File: config.mk
export PLATFORM = sky130hd
export DESIGN_NAME = sorted_byte_table
export DESIGN_NICKNAME = d
export VERILOG_FILES = /design/src/rtl/sbt_pkg.sv /design/src/rtl/sbt_cell.sv /design/src/rtl/sorted_byte_table.sv
export SDC_FILE = /design/constraint.sdc
export NUM_CORES = 1
export LEC_CHECK = 0
export ABC_AREA = 1
export BUFFER_PORTS_ARGS = -buffer_cell sky130_fd_sc_hd__buf_2
export CAP_MARGIN = 0
export CORE_ASPECT_RATIO = 0.9
export CORE_MARGIN = 2
export CORE_UTILIZATION = 53
export DETAILED_ROUTE_END_ITERATION = 10
export GPL_ROUTABILITY_DRIVEN = 1
export GPL_TIMING_DRIVEN = 0
export PLACE_DENSITY = 0.79
export SLEW_MARGIN = 20
export SYNTH_ARGS = -nofsm -noshare
export SYNTH_HDL_FRONTEND = slang
export SYNTH_HIERARCHICAL = 1
export SYNTH_SLANG_ARGS = --single-unit
File: constraint.sdc
create_clock -name clk -period 8.15 [get_ports clk]
set_clock_uncertainty 0.2 [all_clocks]
set_input_delay 1.63 -clock clk [delete_from_list [all_inputs] [get_ports clk]]
set_output_delay 1.63 -clock clk [all_outputs]
set_load 0.01 [all_outputs]
File: src/rtl/sbt_pkg.sv
// ----------------------------------------------------------------------------
// Sorted byte table package
// Transaction types, status codes and control types shared by the block.
// ----------------------------------------------------------------------------
package sbt_pkg;

  localparam int COUNT_W = 5;

  typedef enum logic [1:0] {
    STATUS_DONE    = 2'd0,
    STATUS_MISSING = 2'd1,
    STATUS_FULL    = 2'd2
  } status_t;

  typedef enum logic {
    ACT_INSERT = 1'b0,
    ACT_REMOVE = 1'b1
  } action_t;

  typedef enum logic {
    SBT_IDLE,
    SBT_EXEC
  } sbt_state_t;

  typedef struct packed {
    action_t            action;
    logic signed [7:0]  value;
  } item_in_t;

  typedef struct packed {
    status_t              status;
    logic [COUNT_W-1:0]   count;
  } result_t;

  typedef struct packed {
    logic               insert_en;
    logic               remove_en;
    logic signed [7:0]  value;
  } cell_ctrl_t;

endpackage

File: src/rtl/sbt_cell.sv
// ----------------------------------------------------------------------------
// Sorted byte table cell
// Holds one entry; compares it with the operand and shifts toward a neighbor.
// ----------------------------------------------------------------------------
module sbt_cell #(
  parameter int INDEX = 0,
  parameter int CW    = 5
) (
  input  logic                clk,
  input  sbt_pkg::cell_ctrl_t ctrl,
  input  logic [CW-1:0]       count,
  input  logic signed [7:0]   left_val,
  input  logic                left_lt,
  input  logic signed [7:0]   right_val,
  output logic signed [7:0]   val,
  output logic                lt,
  output logic                hit
);

  localparam logic [CW-1:0] IDX = CW'(INDEX);

  logic signed [7:0] entry;
  logic              valid;

  assign valid = IDX < count;
  assign lt    = valid && ($signed(entry) < $signed(ctrl.value));
  assign hit   = valid && left_lt && ($signed(entry) == $signed(ctrl.value));
  assign val   = entry;

  always_ff @(posedge clk) begin
    if (ctrl.insert_en && !lt) begin
      entry <= left_lt ? ctrl.value : left_val;
    end else if (ctrl.remove_en && !lt) begin
      entry <= right_val;
    end
  end

endmodule

File: src/rtl/sorted_byte_table.sv
// ----------------------------------------------------------------------------
// Sorted byte table
// Signed byte store kept in ascending order by a row of compare/shift cells.
//
//   channel   handshake         payload
//   command   start / busy      cmd    (action, value)
//   result    done strobe       result (status, count)
//
// The accept cycle latches an item and the execute cycle lets every cell
// compare and shift in parallel; done rises in the cycle after execute.
// busy is high only in the execute cycle; the next start may come while done
// shows. Reset empties the store at once; the result strobe cannot be stalled.
// ----------------------------------------------------------------------------
module sorted_byte_table #(
  parameter int CAPACITY = 16
) (
  input  logic              clk,
  input  logic              rst,
  input  logic              start,
  output logic              busy,
  input  sbt_pkg::item_in_t cmd,
  output logic              done,
  output sbt_pkg::result_t  result
);

  localparam int CW = $clog2(CAPACITY + 1);

  sbt_pkg::sbt_state_t state, state_next;
  sbt_pkg::item_in_t   item;
  sbt_pkg::cell_ctrl_t ctrl;
  sbt_pkg::status_t    status_next;

  logic [CW-1:0]         fill_count, fill_count_next;
  logic [CW+4:0]         count_ext;
  logic                  full, found, exec;
  logic [CAPACITY-1:0]   lt, hit;
  logic signed [7:0]     vals [CAPACITY];

  always_comb begin
    state_next = state;
    unique case (state)
      sbt_pkg::SBT_IDLE: if (start) state_next = sbt_pkg::SBT_EXEC;
      sbt_pkg::SBT_EXEC: state_next = sbt_pkg::SBT_IDLE;
      default:           state_next = sbt_pkg::SBT_IDLE;
    endcase
  end

  always_comb begin
    exec = 1'b0;
    unique case (state)
      sbt_pkg::SBT_IDLE: exec = 1'b0;
      sbt_pkg::SBT_EXEC: exec = 1'b1;
      default:           exec = 1'b0;
    endcase
  end

  assign busy  = exec;
  assign full  = fill_count == CW'(CAPACITY);
  assign found = |hit;

  always_comb begin
    ctrl.value     = item.value;
    ctrl.insert_en = exec && (item.action == sbt_pkg::ACT_INSERT) && !full;
    ctrl.remove_en = exec && (item.action == sbt_pkg::ACT_REMOVE) && found;
  end

  always_comb begin
    fill_count_next = fill_count;
    status_next     = sbt_pkg::STATUS_DONE;
    if (item.action == sbt_pkg::ACT_INSERT) begin
      if (full) begin
        status_next = sbt_pkg::STATUS_FULL;
      end else begin
        fill_count_next = fill_count + CW'(1);
      end
    end else if (found) begin
      fill_count_next = fill_count - CW'(1);
    end else begin
      status_next = sbt_pkg::STATUS_MISSING;
    end
  end

  assign count_ext = (CW + 5)'(fill_count_next);

  always_ff @(posedge clk) begin
    if (rst) begin
      state      <= sbt_pkg::SBT_IDLE;
      fill_count <= '0;
      done       <= 1'b0;
    end else begin
      state <= state_next;
      done  <= exec;
      if (exec) begin
        fill_count <= fill_count_next;
      end
    end
  end

  always_ff @(posedge clk) begin
    if (start && !exec) begin
      item <= cmd;
    end
    if (exec) begin
      result.status <= status_next;
      result.count  <= count_ext[4:0];
    end
  end

  for (genvar i = 0; i < CAPACITY; i++) begin : g_cell
    logic signed [7:0] left_val, right_val;
    logic              left_lt;

    if (i == 0) begin : g_head
      assign left_val = vals[i];
      assign left_lt  = 1'b1;
    end else begin : g_body
      assign left_val = vals[i-1];
      assign left_lt  = lt[i-1];
    end

    if (i == CAPACITY - 1) begin : g_tail
      assign right_val = vals[i];
    end else begin : g_mid
      assign right_val = vals[i+1];
    end

    sbt_cell #(
      .INDEX (i),
      .CW    (CW)
    ) u_cell (
      .clk       (clk),
      .ctrl      (ctrl),
      .count     (fill_count),
      .left_val  (left_val),
      .left_lt   (left_lt),
      .right_val (right_val),
      .val       (vals[i]),
      .lt        (lt[i]),
      .hit       (hit[i])
    );
  end

endmodule

==> results of run 1 <==
## cell type report
cell class	count	share of cell area (%)
clock inverters	14	0.805
multi-input cells	1245	50.2
flip-flops and latches	151	32.3
repair buffers	22	1.03
well taps	302	2.73
clock buffers	18	3.10
inverters	232	6.30
plain buffers	56	3.52
## cells in the final DEF (no fill, tap or decap), drive strengths merged
master and n:
a211o 1, clkinvlp 4, clkinv 10, o21ai 9, mux2 16, nor4 2, xor2 2, dfxtp 7
nor3 6, a31o 1, nor4b 2, edfxtp 144, a21oi 148, a41o 1, dlymetal6s2s 6, buf 57
nand2 491, a21o 16, conb 1, o21bai 3, and3 10, ha 130, nand4 2, inv 231
bufinv 1, nor2 218, clkbuf 33, and2 1, nand3 185
## worst min-delay path by stage
| stage | to | slack [ps] | cells past startpoint |
|---|---|---|---|
| 4_1_cts | g_cell[1].u_cell/val[0]$_DFFE_PP_ | 400 | 2 |
| 6_report | g_cell[6].u_cell/val[5]$_DFFE_PP_ | 400 | 2 |
| 2_1_floorplan | g_cell[0].u_cell/val[0]$_DFFE_PP_ | 330 | 2 |
| 3_3_place_gp | g_cell[15].u_cell/val[5]$_DFFE_PP_ | 370 | 2 |
| 5_1_grt | g_cell[6].u_cell/val[4]$_DFFE_PP_ | 430 | 2 |
| 3_5_place_dp | g_cell[8].u_cell/val[4]$_DFFE_PP_ | 390 | 2 |
## flip-flops by register name, summed over array words and instances (netlist names)
signal and count:
done 1, item 1, state 1, ctrl 8, g_cell.u_cell/val 128, fill_count 5
result 7
## per-stage QoR
step	area [µm²]	utilization (%)
after global placement	13200	56.4
after CTS	13800	58.9
after floorplan	12800	-
final	13800	58.9
after global routing	13800	58.9
after detailed placement	13300	56.6
## metal layers
metal	wire length [µm]	share of wire, %	vias to the layer above	track usage (%)
met3	2480	7.7	60	3.63
met1	14400	44	5260	35.3
li1	-	-	5591	-
met4	710	2.2	0	8.70
met5	0	0	-	0
met2	14800	46	440	42.6
## kinds of logic after synthesis
logic type / Yosys count
multiplexers: 16
XOR/XNOR: 2
buffers and inverters: 288
AO/OA/AOI/OAI: 179
flip-flops: 151
other: 1
AND/OR/NAND/NOR: 917
adder cells (fa/ha/maj): 130
## worst min-delay path, cell delays in order, from the launching register on
cell,delay [ps]
edfxtp_1,390
nand2_1,70
nand2_1,50
## power by group through the flow
| stage | Sequential (mW) | Combinational [mW] | Clock, mW |
|---|---|---|---|
| after floorplan | 0.916 | 0.214 | 0 |
| after global placement | 0.936 | 0.252 | 0 |
| after detailed placement | 0.934 | 0.273 | 0 |
| after CTS | 0.918 | 0.277 | 0.741 |
| after global routing | 0.921 | 0.320 | 0.773 |
| final | 0.918 | 0.281 | 0.739 |
==> results.md, run 1 <==
- Status: complete, but fails checks
- Failing checks: design-rule violations
- Synth top cells by count: 464 x nand2_1, 229 x inv_1, 190 x nor2_1, 163 x nand3_1, 148 x a21oi_1
- Final setup vio count: 0
- Int Power: 1.40 mW
- Fin crit period: 5620 ps
- Mapped Area: 12800 µm²
- Logic pwr share: 14.5%
- Area added between synthesis and finish: 8.37%
- Largest cells by area after synthesis: edfxtp_1 34%, nand2_1 14%, ha_1 13%
- CTS Root Cell: clkbuf_16
- NetSw: 0.538 mW
- Synth Area in Compound Gates: 7.68%
- Sw frac: 27.7%
- CTS Hold Bufs: 0
- DP HPWL: 23800 µm
- Adder-cell share of the synthesized area: 12.7%
- Final Wtd Congestion: 0.911
- #FFs+latches synth: 151
- Post-Syn Area per Cell: 7.58 µm²
- Post-synthesis mux area share: 1.41%
- Largest net degree at the start of global routing: 21
- CP Data Required Time: 8010 ps
- DP Worst Slack: 2600 ps
- Fin Hold WS: 398 ps
- Power per cell area: 140 nW/µm²
- Relative slew margins: 23.4%
- GR Overflow Total: 0
- Reg area: 4460 µm²
- Drt first pass iters: 9
- Synthesis warning total: 6
- Finished Layout Cells: 2040
- Initial Util: 54.3%
- CTS tree: done
- Die area: 25300 µm²
- MaxCap Viol Count: 0
- WL/cell: 15.9 µm
- PortBufs: 20
- PostCTS Resize Cnt: 0
- Critical Path End: g_cell[7].u_cell/val[6]$_DFFE_PP_
- XOR/XNOR Fraction of Synth Area: 0.137%
- Post-route antenna net violation count: 0
- Power share of the clock group: 38.1%
- Final worst slack: 2530 ps
- Die Span Y: 151 µm
- # diodes: 0
- Reg2reg start: ctrl[7]$_DFFE_PP_
- Post-synthesis sequential area ratio: 35.0%
- R2r endpoint: g_cell[7].u_cell/val[6]$_DFFE_PP_
- Sequential power share: 47.4%
- CTS Buf Count: 17
- Total power: 1.94 mW
- Worst r2r path cells: 21
- CP Launch Type: flop
- Post-synth ARST share: 0%
- Htree depth: 4
- Global-route wire length before repair: 51500 µm
- Slowest stage delay, CP: 1000 ps
- CORE AREA: 23500 µm²
- Primary FF master, synth: edfxtp_1
- Critical path's top delay family: simple AND/OR/NAND/NOR gates
- DR vias/cell: 5.56
- CTS clk-pin slew, worst paths: 60 ps
- Vias in the first global route: 10545
- Starting DRT DRC Count: 1195
- VDD IR-drop max: 124 µV
- Actual slew at the worst max-slew pin: 1150 ps
- Post-CTS setup buffer count: 0
- Critical path, cell by cell: inv_1 > ha_1 > a21o_1 > nor2_2 > nand2_1 > nand2_1 > nand3_2 > buf_6 > inv_1 > buf_2 > buf_2 > nand4_1 > nor4_1 > nor2_1 > nand2_1 > nor2_4 > nand2_2 > nand2_2 > nor2_4 > nor2_1 > nor2_1
- Worst reg-to-reg setup slack: 2530 ps
- Worst Path Buf+Inv: 5
- Fin. max-slew vios: 0
- Antenna violations before repair: 0
- Multi-input logic area: 6940 µm²
- Global-route usage over all layers: 25.8%
- Top cell type's share of synthesized area: 33.9%
- Share of layout cells above drive strength 1: 11.7%
- Critical-path top delay cell: edfxtp_1
- Cell total after placement: 2008
- RSZ-0062 raised after global routing: no
- Leak: 7.22 nW
- Clock Sinks: 151
- Cell count after synthesis: 1684
- Yosys cell types: 40
- Crit path from: ctrl[7]$_DFFE_PP_
- Post-Synth Simple-Gate Area: 32.4%
- Worst path arrival time: 5470 ps
- Synth Net Count: 1826
- Die width: 168 µm
- Final hold vios: 0
- Most frequent cell after synthesis: nand2_1
- Layout fillers: 2071
- Cell count along the critical path: 21
- Total Nets Final: 1867
- Hold crit path type: flop to flop
- Critical path class: flop to flop
- Worst-case clock buffer depth: 2
- # DRC: 1
- EDFF count, synth: 144
- Final TNS setup: 0 ps
- Max FO, Critical Path: 16
- CP Capture Type: flop
- Post-synth top area cell: edfxtp_1
- Hold_sp: g_cell[7].u_cell/val[5]$_DFFE_PP_
- Site row count: 53
- Clock Latency Late Sink: 430 ps
- IO Pins: 21
- Main combinational cell family by area after synthesis: simple AND/OR/NAND/NOR gates
- Vias: 11351
- Fmax achieved: 178 MHz
- Tcrit/Tclk final: 68.9%
- Post-Route WL: 32300 µm
Note: power is estimated with default switching activity, not from simulation.
==> run 2, diff against run 1 <==
- PLACE_DENSITY: 0.79 -> 0.82
- clock period: 8.15 -> 4.8 ns (I/O delays scaled with it)
==> results.md, run 2 (synthesis gave the netlist of run 1 again) <==
- Reg area: 4460 µm² (unchanged)
- Multi-input logic area: 7020 µm² (+1.1%)
- Max reg flops: 128 (unchanged)
- Total power: 3.50 mW (+81%)
- Hold Crit Depth: 2 (unchanged)
- CTS Hold Bufs: 0 (unchanged)
- Die width: 168 µm (unchanged)
- Reg2reg start: ctrl[0]$_DFFE_PP_
- Hold crit path type: flop to flop
- Tcrit/Tclk final: 97.8% (+29 points)
- DR vias/cell: 5.59 (+0.45%)
- R2r endpoint: g_cell[9].u_cell/val[4]$_DFFE_PP_
- Site row count: 53 (unchanged)
- Power per cell area: 244 nW/µm² (+74%)
- Most common cell after layout, fill and taps aside: nand2_1
- CP dominant cell by count: nand2_1
- CORE AREA: 23500 µm² (unchanged)
- WL/cell: 16.3 µm (+2.7%)
- CTS Root Cell: clkbuf_16
- MaxCap Viol Count: 0 (unchanged)
- Status: complete, no violations
- Vias in the first global route: 11083 (+5.1%)
- Vias: 11575 (+2.0%)
- Largest net degree at the start of global routing: 21 (unchanged)
- Fmax achieved: 213 MHz (+20%)
- GR Overflow Total: 0 (unchanged)
- Fin. max-slew vios: 0 (unchanged)
- Share of layout cells above drive strength 1: 13.9% (+2.2 points)
- Critical path class: flop to flop
- Final worst slack: 104 ps (-2430 ps)
- Crit path from: ctrl[0]$_DFFE_PP_
- VDD IR-drop max: 209 µV (+68%)
- Leak: 7.46 nW (+3.3%)
- Drt first pass iters: 8 (-1)
- Post-Route WL: 33700 µm (+4.2%)
- CP Capture Type: flop
- Worst reg-to-reg setup slack: 100 ps (-2430 ps)
- Global-route usage over all layers: 27.1% (+1.3 points)
- DP Worst Slack: -765 ps (-3360 ps)
- Hold Crit Endpoint: g_cell[1].u_cell/val[0]$_DFFE_PP_
- Max FO, Critical Path: 16 (unchanged)
- Relative slew margins: 23.6% (+0.19 points)
- Critical-path top delay cell: edfxtp_1
- Clock Latency Late Sink: 430 ps (about the same)
- CTS Buf Count: 17 (unchanged)
- Most frequent cells in the layout: 464 x nand2_1, 229 x inv_1, 179 x nor2_1, 163 x nand3_1, 148 x a21oi_1
- Final Wtd Congestion: 0.912 (+0.13%)
- # DRC: 0 (-1)
- Clock Sinks: 151 (unchanged)
- CTS clk-pin slew, worst paths: 60 ps (about the same)
- Initial Util: 54.3% (unchanged)
- CTS tree: done
- Hold_sp: g_cell[2].u_cell/val[0]$_DFFE_PP_
- Worst r2r path cells: 26 (+24%)
- Area added between synthesis and finish: 12.4%
- Final hold vios: 0 (unchanged)
- Fin crit period: 4700 ps (-923 ps)
- PortBufs: 20 (unchanged)
- Post-route antenna net violation count: 0 (unchanged)
- CP Launch Type: flop
- Actual slew at the worst max-slew pin: 1140 ps (-2.85 ps)
- Layout fillers: 1959 (-5.4%)
- Starting DRT DRC Count: 1262 (+5.6%)
- Slowest stage delay, CP: 450 ps (-550 ps)
- Die Span Y: 151 µm (unchanged)
- Antenna violations before repair: 1 (+1)
- Final setup vio count: 0 (unchanged)
- CP Data Required Time: 4710 ps (-3300 ps)
- RSZ-0062 raised after global routing: no
- IO Pins: 21 (unchanged)
- Worst-case clock buffer depth: 2 (unchanged)
- Global-route wire length before repair: 54400 µm (+5.6%)
- Htree depth: 4 (unchanged)
- DP HPWL: 23600 µm (-0.77%)
- Worst path arrival time: 4610 ps (-860 ps)
- Die area: 25300 µm² (unchanged)
- Total Nets Final: 1898 (+1.7%)
[run 2: timing repair]
action,4_1_cts,5_1_grt
gates resized for setup,0,20
buffers inserted,31,0
endpoints found under the setup margin,128,80
pin swaps,1,0
[run 2: final cells by class]
cell class              count  share of cell area [%]
multi-input cells        1245                    48.9
clock inverters            13                    1.26
flip-flops and latches    151                    31.1
well taps                 302                    2.63
plain buffers              56                    3.39
clock buffers              18                    2.99
diodes                      1                  0.0174
inverters                 232                    6.07
repair buffers             53                    3.58
[run 2: worst max-delay path by stage]
stage	to	cells past startpoint
after global placement	g_cell[5].u_cell/val[4]$_DFFE_PP_	24
after CTS	g_cell[9].u_cell/val[6]$_DFFE_PP_	26
after global routing	g_cell[9].u_cell/val[6]$_DFFE_PP_	26
final	g_cell[9].u_cell/val[4]$_DFFE_PP_	26
after floorplan	g_cell[0].u_cell/val[0]$_DFFE_PP_	24
after detailed placement	g_cell[7].u_cell/val[3]$_DFFE_PP_	21
[run 2: where the power goes]
group          leakage (nW)  switching, mW  total, mW  internal [mW]
logic                  5.79          0.341      0.552          0.211
clock network         0.287          0.549       1.41          0.864
registers              1.38         0.0402       1.53           1.49
total                  7.46          0.931       3.50           2.57
[run 2: critical path: cells and delay by family, from the launching register on]
kind / cells / cell delay, ps
and+or+nand+nor: 17 / 2220
buffers and inverters: 8 / 1300
DFF: 1 / 450
adders and majority gates: 1 / 200
[run 2: routing by layer]
layer / wire, µm / GRT usage (%)
met1: 14400 / 36.6
met3: 3210 / 4.00
met4: 697 / 7.74
met2: 15500 / 45.8
met5: 0 / 0
[run 2: metrics by stage]
stage | utilization [%] | std cells | hold slack, ps | TNS (ps) | area [µm²]
floorplan | - | 1684 | 332 | 0 | 12800
global placement | 56.4 | 2006 | 376 | -202280 | 13200
detailed placement | 56.6 | 2008 | 382 | -75760 | 13300
CTS | 60.8 | 2070 | 396 | 0 | 14300
global route | 61.1 | 2071 | 425 | 0 | 14300
finish | 61.1 | 2071 | 384 | 0 | 14300
==> run 3, diff against run 2 <==
- SYNTH_HIERARCHICAL: 1 -> default
==> results.md, run 3 <==
- Hold_sp: g_cell[14].u_cell.val[0]$_DFFE_PP_
- Post-synth top area cell: edfxtp_1
- Site row count: 50 (-5.7%)
- Global-route usage over all layers: 29.1% (+1.9 points)
- CTS Root Cell: clkbuf_16
- CTS tree: done
- Power per cell area: 267 nW/µm² (+9.4%)
- Gr busiest metal: met2
- Synth Net Count: 1510 (-17%)
- Global-route wire length before repair: 49100 µm (-9.7%)
- PortBufs: 20 (unchanged)
- Area added between synthesis and finish: 8.91%
- CP Data Required Time: 4660 ps (-50 ps)
- Vias: 10154 (-12%)
- Cell count after synthesis: 1366 (-19%)
- Initial Util: 53.7% (-0.60 points)
- CP Launch Type: flop
- WL/cell: 18.4 µm (+13%)
- Max reg flops: 128 (unchanged)
- GR Util met2: 43.5% (-2.3 points)
- DP Worst Slack: 585 ps (+1350 ps)
- EDFF count, synth: 144 (unchanged)
- MaxCap Viol Count: 0 (unchanged)
- Fin util: 58.5% (-2.6 points)
- Yosys cell types: 40 (unchanged)
- Primary FF master, synth: edfxtp_1
- Worst r2r path cells: 17 (-35%)
- # DRC: 0 (unchanged)
- Fin Hold WS: 381 ps (-2.97 ps)
- Relative slew margins: 19.2% (-4.4 points)
- Worst reg-to-reg setup slack: 420 ps (+320 ps)
- Placed Area: 11600 µm² (-13%)
- Actual slew at the worst max-slew pin: 1210 ps (+66.3 ps)
- Final Wtd Congestion: 0.908 (-0.52%)
- Vias in the first global route: 9374 (-15%)
- DP HPWL: 22700 µm (-3.9%)
- Post-synthesis sequential area ratio: 40.1% (+5.1 points)
- Die area: 22200 µm² (-12%)
- Largest net degree at the start of global routing: 22 (+4.8%)
- Post-route cell area: 12100 µm² (-15%)
- Most common cell after layout, fill and taps aside: nand2_1
- Critical path class: flop to flop
- Finished Layout Cells: 1704 (-18%)
- Worst-case clock buffer depth: 2 (unchanged)
- Fin crit period: 4380 ps (-319 ps)
- Layout fillers: 1768 (-9.7%)
- Die Span Y: 141 µm (-6.4%)
- PostCTS Resize Cnt: 0 (unchanged)
- Clock Sinks: 151 (unchanged)
- Multi-input logic area: 5940 µm² (-15%)
- Post-synth ARST share: 0% (unchanged)
- Hold Crit Depth: 2 (unchanged)
- Top cell type's share of synthesized area: 38.9% (+5.0 points)
- Antenna violations before repair: 0 (-1)
- DR vias/cell: 5.96 (+6.6%)
- Post-Route WL: 31400 µm (-6.9%)
- Leak: 5.41 nW (-27%)
- Largest cells by area after synthesis: edfxtp_1 39%, ha_1 15%, nand2_1 12%
- Htree depth: 4 (unchanged)
- Final TNS setup: 0 ps (unchanged)
- Die width: 157 µm (-6.4%)
- Share of layout cells above drive strength 1: 8.67% (-5.2 points)
- Status: complete, no violations
- Max FO, Critical Path: 18 (+2)
- CP Capture Type: flop
- Reg2reg start: ctrl[2]$_DFFE_PP_
- Drt first pass iters: 6 (-2)
- Final worst slack: 423 ps (+319 ps)
- IO Pins: 21 (unchanged)
- Post-route antenna net violation count: 0 (unchanged)
- Worst path arrival time: 4240 ps (-370 ps)
- CTS clk-pin slew, worst paths: 60 ps (about the same)
- Post-Syn Area per Cell: 8.15 µm² (+7.5%)
- Clock Latency Late Sink: 440 ps (about the same)
- Fmax achieved: 228 MHz (+7.3%)
- GR Overflow Total: 0 (unchanged)
- Reg area: 4460 µm² (unchanged)
- Final setup vio count: 0 (unchanged)
- Synthesis warning total: 0 (-6)
- Final hold vios: 0 (unchanged)
- Fin. max-slew vios: 0 (unchanged)
- CTS Buf Count: 17 (unchanged)
- Most frequent cell after synthesis: nand2_1
- CTS Hold Bufs: 0 (unchanged)
- Post-CTS setup buffer count: 0 (-100%)
- Most frequent cells in the layout: 345 x nand2_1, 170 x nor2_1, 144 x edfxtp_1, 132 x ha_1, 122 x inv_1
- R2r endpoint: g_cell[10].u_cell.val[4]$_DFFE_PP_
- VDD IR-drop max: 257 µV (+23%)
- Total power: 3.23 mW (-7.6%)
- CORE AREA: 20700 µm² (-12%)
- #FFs+latches synth: 151 (unchanged)
- Starting DRT DRC Count: 1471 (+17%)
- # diodes: 0 (-1)
- RSZ-0062 raised after global routing: no
- Hold crit path type: flop to flop
- Mapped Area: 11100 µm² (-13%)
- Met1 Usage GRT: 41.6% (+5.0 points)
- Hold Crit Endpoint: g_cell[15].u_cell.val[0]$_DFFE_PP_
- Synth top cells by count: 345 x nand2_1, 171 x nor2_1, 144 x edfxtp_1, 132 x ha_1, 122 x inv_1
- Cell total after placement: 1672 (-17%)
- GRT met3 Usage: 5.74% (+1.7 points)
- Total Nets Final: 1549 (-18%)
- Tcrit/Tclk final: 91.2% (-6.6 points)
## run 3: cell types whose count changed after synthesis, moves of 11 or more
cell,change
nand3_1,-120
nand2_1,-119
inv_1,-107
o21ai_0,+76
a31oi_1,+42
a21oi_1,-28
nand4_1,+24
nor2_1,-19
buf_2,-16
mux2_2,-16
nor2_2,-12
o22ai_1,+11
## run 3: cell type report
cell class	count	area share, %
Timing Repair Buffer	20	0.826
Tap cell	286	2.95
Multi-Input combinational cell	1046	49.0
Clock inverter	8	0.661
Inverter	138	4.31
Buffer	31	1.69
Sequential cell	151	36.8
Clock buffer	24	3.73
## run 3: worst max-delay path, stage by stage, from the launching register on
cell	delay, ps
edfxtp_1	580
inv_1	960
ha_1	390
nand2_1	60
inv_1	50
nand2_1	60
nand2_1	50
nand2_1	80
nand2_1	60
nand2_1	100
nand4_1	200
nand2_1	130
inv_1	40
nand2_1	100
nor2_4	70
nand3_4	90
nand3_4	160
nor2_1	610
## run 3: metal layers
| layer | share of wire [%] | routed length (µm) | up-vias |
|---|---|---|---|
| met4 | 3.6 | 1130 | 0 |
| li1 | - | - | 4773 |
| met5 | 0 | 0 | - |
| met2 | 42 | 13300 | 619 |
| met1 | 42 | 13100 | 4668 |
| met3 | 12 | 3890 | 94 |
## run 3: worst max-delay path by stage
stage	cells after the start	endpoint	slack [ps]	start
after floorplan	14	g_cell[10].u_cell.val[0]$_DFFE_PP_	1740	ctrl[7]$_DFFE_PP_
after global placement	15	g_cell[10].u_cell.val[2]$_DFFE_PP_	700	ctrl[3]$_DFFE_PP_
after detailed placement	17	g_cell[10].u_cell.val[1]$_DFFE_PP_	590	ctrl[2]$_DFFE_PP_
after CTS	17	g_cell[10].u_cell.val[4]$_DFFE_PP_	530	ctrl[2]$_DFFE_PP_
after global routing	17	g_cell[10].u_cell.val[6]$_DFFE_PP_	300	ctrl[3]$_DFFE_PP_
final	17	g_cell[10].u_cell.val[4]$_DFFE_PP_	420	ctrl[2]$_DFFE_PP_
## run 3: logic make-up (layout without fill, tap and decap cells)
| kind of cell | count (synthesis) | count (layout) | synth area share [%] |
|---|---|---|---|
| and+or+nand+nor | 636 | 636 | 24.7 |
| AOI/OAI and AO/OA | 276 | 276 | 13.6 |
| buffers and inverters | 169 | 221 | 6.54 |
| DFF | 151 | 151 | 40.1 |
| adders and majority gates | 132 | 132 | 14.8 |
| xor gates and xnor gates | 2 | 2 | 0.157 |
## run 3: power by group
| group | switching [mW] | internal (mW) |
|---|---|---|
| sequential | 0.0476 | 1.49 |
| combinational | 0.288 | 0.142 |
| clock | 0.551 | 0.713 |
